### config.mk
export PLATFORM = sky130hd
export DESIGN_NAME = drac_rect_mem
export DESIGN_NICKNAME = d
export VERILOG_FILES = /design/src/rtl/drac_pkg.sv /design/src/rtl/drac_rect_mem.sv
export SDC_FILE = /design/constraint.sdc
export NUM_CORES = 2
export LEC_CHECK = 0
export ABC_AREA = 1
export BUFFER_PORTS_ARGS = -buffer_cell sky130_fd_sc_hd__buf_4
export CORE_UTILIZATION = 40
export CTS_CLUSTER_SIZE = 16
export DETAILED_ROUTE_END_ITERATION = 8
export PLACE_DENSITY_LB_ADDON = 0.15
export SYNTH_ARGS = -nofsm -noshare
export SYNTH_HDL_FRONTEND = slang
export SYNTH_SLANG_ARGS = --single-unit
### constraint.sdc
create_clock -name clk -period 8.55 [get_ports clk]
set_input_delay 0.855 -clock clk [delete_from_list [all_inputs] [get_ports clk]]
set_output_delay 0.855 -clock clk [all_outputs]
set_load 0.01 [all_outputs]
### src/rtl/drac_pkg.sv
// Package for the damage rectangle accumulator.
// Holds payload structs, state codes, rectangle types and geometry functions.
// No dependencies.
package drac_pkg;

  localparam int unsigned FRAME_LIMIT  = 8192;
  localparam int unsigned PERCENT_BASE = 100;
  localparam int unsigned CFG_AW       = 3;
  localparam int unsigned CFG_DW       = 14;

  localparam logic [CFG_AW-1:0] REG_FRAME_WIDTH  = 3'd0;
  localparam logic [CFG_AW-1:0] REG_FRAME_HEIGHT = 3'd1;
  localparam logic [CFG_AW-1:0] REG_MERGE_PAD    = 3'd2;
  localparam logic [CFG_AW-1:0] REG_SIGNAL_MAX   = 3'd3;
  localparam logic [CFG_AW-1:0] REG_AREA_PERCENT = 3'd4;

  localparam logic KIND_ADD     = 1'b0;
  localparam logic KIND_CAPTURE = 1'b1;

  typedef struct packed {
    logic               kind;
    logic signed [15:0] rect_x;
    logic signed [15:0] rect_y;
    logic signed [15:0] rect_w;
    logic signed [15:0] rect_h;
  } in_req_t;

  typedef struct packed {
    logic [12:0] out_x;
    logic [12:0] out_y;
    logic [13:0] out_w;
    logic [13:0] out_h;
    logic        partial_damage;
    logic        last_rect;
    logic [6:0]  rect_total;
  } out_req_t;

  // Stored rectangle, 54 bits.
  typedef struct packed {
    logic [12:0] x;
    logic [12:0] y;
    logic [13:0] w;
    logic [13:0] h;
  } box_t;

  // Working rectangle with room for signed sums.
  typedef struct packed {
    logic signed [17:0] x;
    logic signed [17:0] y;
    logic signed [17:0] w;
    logic signed [17:0] h;
  } wbox_t;

  typedef struct packed {
    logic  ok;
    wbox_t b;
  } clamp_t;

  typedef enum logic [4:0] {
    ST_IDLE, ST_ADD_F0, ST_SCAN_RD, ST_SCAN_CHK, ST_COLLAPSE,
    ST_ABS_RD, ST_ABS_CHK, ST_ABS_MV,
    ST_AR_RD, ST_AR_MUL, ST_AR_ACC, ST_AR_THR, ST_AR_FLG,
    ST_EM_RD, ST_EM_LD, ST_EM_WT
  } state_t;

  function automatic wbox_t widen(input box_t b);
    wbox_t o;
    o.x = signed'({5'd0, b.x});
    o.y = signed'({5'd0, b.y});
    o.w = signed'({4'd0, b.w});
    o.h = signed'({4'd0, b.h});
    return o;
  endfunction

  function automatic box_t narrow(input wbox_t b);
    box_t o;
    o.x = b.x[12:0];
    o.y = b.y[12:0];
    o.w = b.w[13:0];
    o.h = b.h[13:0];
    return o;
  endfunction

  function automatic logic [13:0] eff_dim(input logic [13:0] v);
    return (v > 14'(FRAME_LIMIT)) ? 14'(FRAME_LIMIT) : v;
  endfunction

  function automatic clamp_t clamp_box(input wbox_t b, input logic [13:0] fw,
                                       input logic [13:0] fh);
    clamp_t o;
    logic signed [17:0] sfw;
    logic signed [17:0] sfh;
    sfw = signed'({4'd0, fw});
    sfh = signed'({4'd0, fh});
    o.b = b;
    o.ok = 1'b1;
    if (b.w <= 0 || b.h <= 0) begin
      o.ok = 1'b0;
    end
    if (o.b.x < 0) begin
      o.b.w = o.b.w + o.b.x;
      o.b.x = '0;
    end
    if (o.b.y < 0) begin
      o.b.h = o.b.h + o.b.y;
      o.b.y = '0;
    end
    if (o.b.x + o.b.w > sfw) begin
      o.b.w = sfw - o.b.x;
    end
    if (o.b.y + o.b.h > sfh) begin
      o.b.h = sfh - o.b.y;
    end
    if (o.b.w <= 0 || o.b.h <= 0) begin
      o.ok = 1'b0;
    end
    return o;
  endfunction

  function automatic logic is_full(input wbox_t b, input logic [13:0] fw,
                                   input logic [13:0] fh);
    return (b.x == 0) && (b.y == 0) && (b.w == signed'({4'd0, fw})) &&
           (b.h == signed'({4'd0, fh}));
  endfunction

  function automatic logic touches(input wbox_t a, input wbox_t b,
                                   input logic [3:0] pad);
    logic signed [17:0] p;
    logic t;
    p = signed'({14'd0, pad});
    t = 1'b1;
    if (a.x + a.w + p <= b.x || b.x + b.w <= a.x - p) begin
      t = 1'b0;
    end
    if (a.y + a.h + p <= b.y || b.y + b.h <= a.y - p) begin
      t = 1'b0;
    end
    return t;
  endfunction

  function automatic wbox_t unite(input wbox_t a, input wbox_t b);
    wbox_t o;
    logic signed [17:0] x2;
    logic signed [17:0] y2;
    o.x = (a.x < b.x) ? a.x : b.x;
    o.y = (a.y < b.y) ? a.y : b.y;
    x2 = (a.x + a.w > b.x + b.w) ? a.x + a.w : b.x + b.w;
    y2 = (a.y + a.h > b.y + b.h) ? a.y + a.h : b.y + b.h;
    o.w = x2 - o.x;
    o.h = y2 - o.y;
    return o;
  endfunction

endpackage

### src/rtl/drac_rect_mem.sv
// Rectangle store: one write port and one registered read port.
// Depends on drac_pkg for box_t.
module drac_rect_mem import drac_pkg::*; #(
  parameter int unsigned DEPTH = 64
) (
  input  logic                     clk,
  input  logic                     we,
  input  logic [$clog2(DEPTH)-1:0] wr_addr,
  input  box_t                     wr_data,
  input  logic [$clog2(DEPTH)-1:0] rd_addr,
  output box_t                     rd_data
);

  box_t mem [DEPTH];
  box_t rd_data_r;

  always_ff @(posedge clk) begin
    if (we) begin
      mem[wr_addr] <= wr_data;
    end
    rd_data_r <= mem[rd_addr];
  end

  assign rd_data = rd_data_r;

endmodule

==> impl_table.tex <==
\begin{tabular}{lr}
\hline
Metric & Value \\
\hline
\multicolumn{2}{l}{\textbf{Outcome}} \\
\quad Status & finished, final reports clean \\
\multicolumn{2}{l}{\textbf{Clocking}} \\
\quad Depth of the CTS H-tree & 5 \\
\quad Total of cells resized after clock tree synthesis & 0 \\
\quad Skew-Pair Late Insertion Delay & 0.95 ns \\
\quad Clock root buffer & clkbuf\_16 \\
\quad Total CTS buffers & 363 \\
\quad CTS hold repair buffers & 0 \\
\quad Post-CTS Setup Bufs & 0 \\
\quad Clock tree from TritonCTS & done \\
\quad Clock Sinks & 3,510 \\
\quad CTS Buffer Depth & 4 \\
\quad Clk slew on worst S/H paths & 0.06 ns \\
\multicolumn{2}{l}{\textbf{Drt}} \\
\quad First drt pass iteration count & 6 \\
\quad Wirelength, routed & 472,000 um \\
\quad Drt wl/cell & 29.2 um \\
\quad Post-detailed-route via-to-cell ratio & 5.71 \\
\quad DRC violation count after routing & 0 \\
\quad Number of vias after detailed routing & 92,500 \\
\quad Antenna viol nets, final & 0 \\
\quad Initial DRC count & 11,400 \\
\multicolumn{2}{l}{\textbf{Synth}} \\
\quad Mean instance size in the synthesized netlist & 12.3 um2 \\
\quad Cell area after synthesis & 0.139 mm2 \\
\quad Warnings, synthesis & 0 \\
\quad Number of flip-flops and latches in the synthesized netlist & 3,510 \\
\quad Sequential share of the synthesized area & 75.3\% \\
\quad Synthesized netlist cell count & 11,400 \\
\quad Synth area leader & edfxtp\_1 \\
\quad Count of unique library cells instantiated by Yosys & 16 \\
\quad Synthesized Nets & 11,400 \\
\quad Synth top area share & 74.5\% \\
\quad Most area-consuming cells after synthesis & edfxtp\_1, nand3\_1, nand2\_1, buf\_2, dfxtp\_1 \\
\multicolumn{2}{l}{\textbf{Timing}} \\
\quad Number of hold violations in the final report & 0 \\
\quad RSZ-0062 raised after global routing & no \\
\quad Max-Slew Margin vs Limit & 18.9\% \\
\quad Period utilization & 43.0\% \\
\quad Worst setup skew after layout & 0.0383 ns \\
\quad Maximum clock rate & 272 MHz \\
\quad Transition time at the pin with the least slew margin & 1.22 ns \\
\quad Minimum clock period after layout & 3.67 ns \\
\quad Setup TNS after final layout & 0 ns \\
\quad Final setup violation count & 0 \\
\quad Final-report max-slew violation count & 0 \\
\multicolumn{2}{l}{\textbf{Setup path}} \\
\quad Sequence of cells on the critical path & buf\_12 -> inv\_16 -> buf\_12 -> buf\_4 -> nand2\_1 -> nand3\_1 -> nand3\_1 -> nand3\_1 -> nand3\_1 -> nand2\_1 -> nand2\_1 -> nand2\_1 \\
\quad WS Path Type & primary input to flop \\
\quad Launching element type of the critical path & primary input \\
\quad Reg-to-reg critical path startpoint & mem[30][26]\$\_DFFE\_PP\_ \\
\quad Critical R2R Capture & rd\_data[26]\$\_DFF\_P\_ \\
\quad Slowest cell on the critical path & buf\_4 \\
\quad Worst Path Max Fanout & 214 \\
\quad Family of cells with the greatest summed delay on the critical path & buffers and inverters \\
\quad Buf+Inv Stages, Crit Path & 4 \\
\quad Kind of end point of the critical path & flop \\
\quad Arrival @ worst endpoint & 4.54 ns \\
\quad CP max stage delay & 0.68 ns \\
\quad Depth of the worst register-to-register path & 8 \\
\quad CP required & 9.42 ns \\
\quad Reg2reg setup slack & 6.65 ns \\
\multicolumn{2}{l}{\textbf{Power and ir drop}} \\
\quad P per Cell Area & 236 mW/mm2 \\
\quad Clock group share of total power & 42.3\% \\
\quad Combinational power share & 5.7\% \\
\quad Sequential power share & 51.9\% \\
\quad Internal portion of total power & 28,500 uW \\
\quad Psw & 8360 uW \\
\quad Switching share of power & 22.7\% \\
\quad Leakage component of the power & 0.0545 uW \\
\quad Worst IR Drop VDD & 153 uV \\
\multicolumn{2}{l}{\textbf{Cells and area}} \\
\quad Area added between synthesis and finish & 12.2\% \\
\quad \# fillers & 31,200 \\
\quad Share of layout cells above drive strength 1 & 7.76\% \\
\quad Count of nets after finishing & 11,400 \\
\quad Final design instance area without fill & 0.156 mm2 \\
\multicolumn{2}{l}{\textbf{GRT}} \\
\quad Pin count of the biggest net entering global routing & 215 \\
\quad Number of antenna violations at the first check in global routing & 35 \\
\quad Wire length of the first global-routing pass & 663,000 um \\
\quad Grt met1 use & 36.9\% \\
\quad Overall Global Routing Usage & 26.5\% \\
\quad Met3 usage in global routing & 3.93\% \\
\quad GRT busiest layer & met2 \\
\quad Total gr overflow & 0 \\
\quad Number of global-route vias before repair & 86,800 \\
\quad Fraction of met2 tracks used by global routing & 42.8\% \\
\multicolumn{2}{l}{\textbf{Worst hold path}} \\
\quad Start point of the worst hold path & wr\_addr[2] \\
\quad WHS Endpoint & mem[50][20]\$\_DFFE\_PP\_ \\
\quad Worst Hold Depth & 2 \\
\quad HP Class & primary input to flop \\
\multicolumn{2}{l}{\textbf{Floorplan}} \\
\quad Core region area & 0.346 mm2 \\
\quad Chip height & 592 um \\
\quad DIE AREA & 0.351 mm2 \\
\quad Die extent in x & 592 um \\
\quad Standard-cell row count & 216 \\
\quad Starting density of the core & 40.2\% \\
\quad I/O pin count & 122 \\
\multicolumn{2}{l}{\textbf{Placement}} \\
\quad PortBufs & 121 \\
\quad Global placement routability congestion & 0.806 \\
\quad DP Area & 0.145 mm2 \\
\quad Dpl hpwl & 232,000 um \\
\multicolumn{2}{l}{\textbf{Run}} \\
\quad Max-capacitance violation count & 0 \\
\hline
\end{tabular}
metrics by stage:
step	hold WS [ns]	cells	power, uW	setup WS (ns)	utilization (%)
2_1_floorplan	0.721	11400	20600	1.40	-
3_3_place_gp	0.757	15500	21600	4.04	41.8
3_5_place_dp	0.775	15500	21600	4.08	41.8
4_1_cts	0.313	16200	37100	5.08	45.1
5_1_grt	0.353	16200	37900	4.75	45.1
6_report	0.384	16200	36900	4.88	45.1
sequential cells by signal, summed over array words and instances (netlist names):
signal,flops
mem,3456
rd_data,54
worst max path at each step:
stage,startpoint,depth (start not counted),endpoint,slack [ns]
3_3_place_gp,rd_addr[0],12,rd_data[40]$_DFF_P_,4.04
4_1_cts,rd_addr[0],12,rd_data[45]$_DFF_P_,5.08
6_report,rd_addr[0],12,rd_data[4]$_DFF_P_,4.88
2_1_floorplan,we,3,mem[48][0]$_DFFE_PP_,1.40
3_5_place_dp,rd_addr[0],12,rd_data[39]$_DFF_P_,4.08
5_1_grt,rd_addr[0],12,rd_data[39]$_DFF_P_,4.75
power groups by stage:
stage               sequential, uW  clock (uW)  combinational, uW
CTS                          19100       15800               2110
global route                 19100       16400               2290
finish                       19100       15600               2120
global placement             19500           0               2080
floorplan                    19500           0               1160
detailed placement           19500           0               2100
metal layers:
| metal | routed length, um | vias to the layer above |
|---|---|---|
| li1 | - | 40400 |
| met1 | 196000 | 47100 |
| met2 | 223000 | 4231 |
| met3 | 37800 | 744 |
| met4 | 15900 | 4 |
| met5 | 28 | - |
cells by family (layout without fill, tap and decap cells):
kind of cell / after synthesis / in the layout / synth area share (%)
simple gates: 7089 / 7089 / 22.0
flops: 3510 / 3510 / 75.3
buf+inv: 766 / 1006 / 2.68
other cells: 0 / 15 / 0
placed cells by master, fill, tap and decap left out, drive strengths merged, types with 22 or more instances in the layout:
master,instances
bufinv,26
dfxtp,54
nor2,56
nand3,3204
clkbuf,480
inv,22
edfxtp,3456
buf,324
nand2,3812
clkinv,151
final cells by class:
class | instances | area, um2 | share of cell area, %
sequential | 3510 | 105000 | 67.1
inverter | 12 | 93.8 | 0.0600
clock buffer | 479 | 9910 | 6.34
timing repair buffer | 325 | 2870 | 1.84
tap | 4578 | 5730 | 3.66
multi-input combinational | 7089 | 31100 | 19.9
clock inverter | 190 | 1670 | 1.07
antenna | 15 | 37.5 | 0.0240
synth_stat cells:
library cell,number
nand4_1,9
buf_1,112
nand3_1,3204
buf_6,6
inv_4,1
buf_2,463
inv_2,5
buf_4,59
nor2_1,56
edfxtp_1,3456
nor4_1,8
clkbuf_1,113
dfxtp_1,54
nand2_1,3812
inv_1,6
buf_8,1
worst reg2reg max path: cells and delay by family, from the launching register on:
family	cells	cell delay (ns)
AND/OR/NAND/NOR	8	1.18
flip-flops	1	0.37
(Power assumes the default switching activity.)
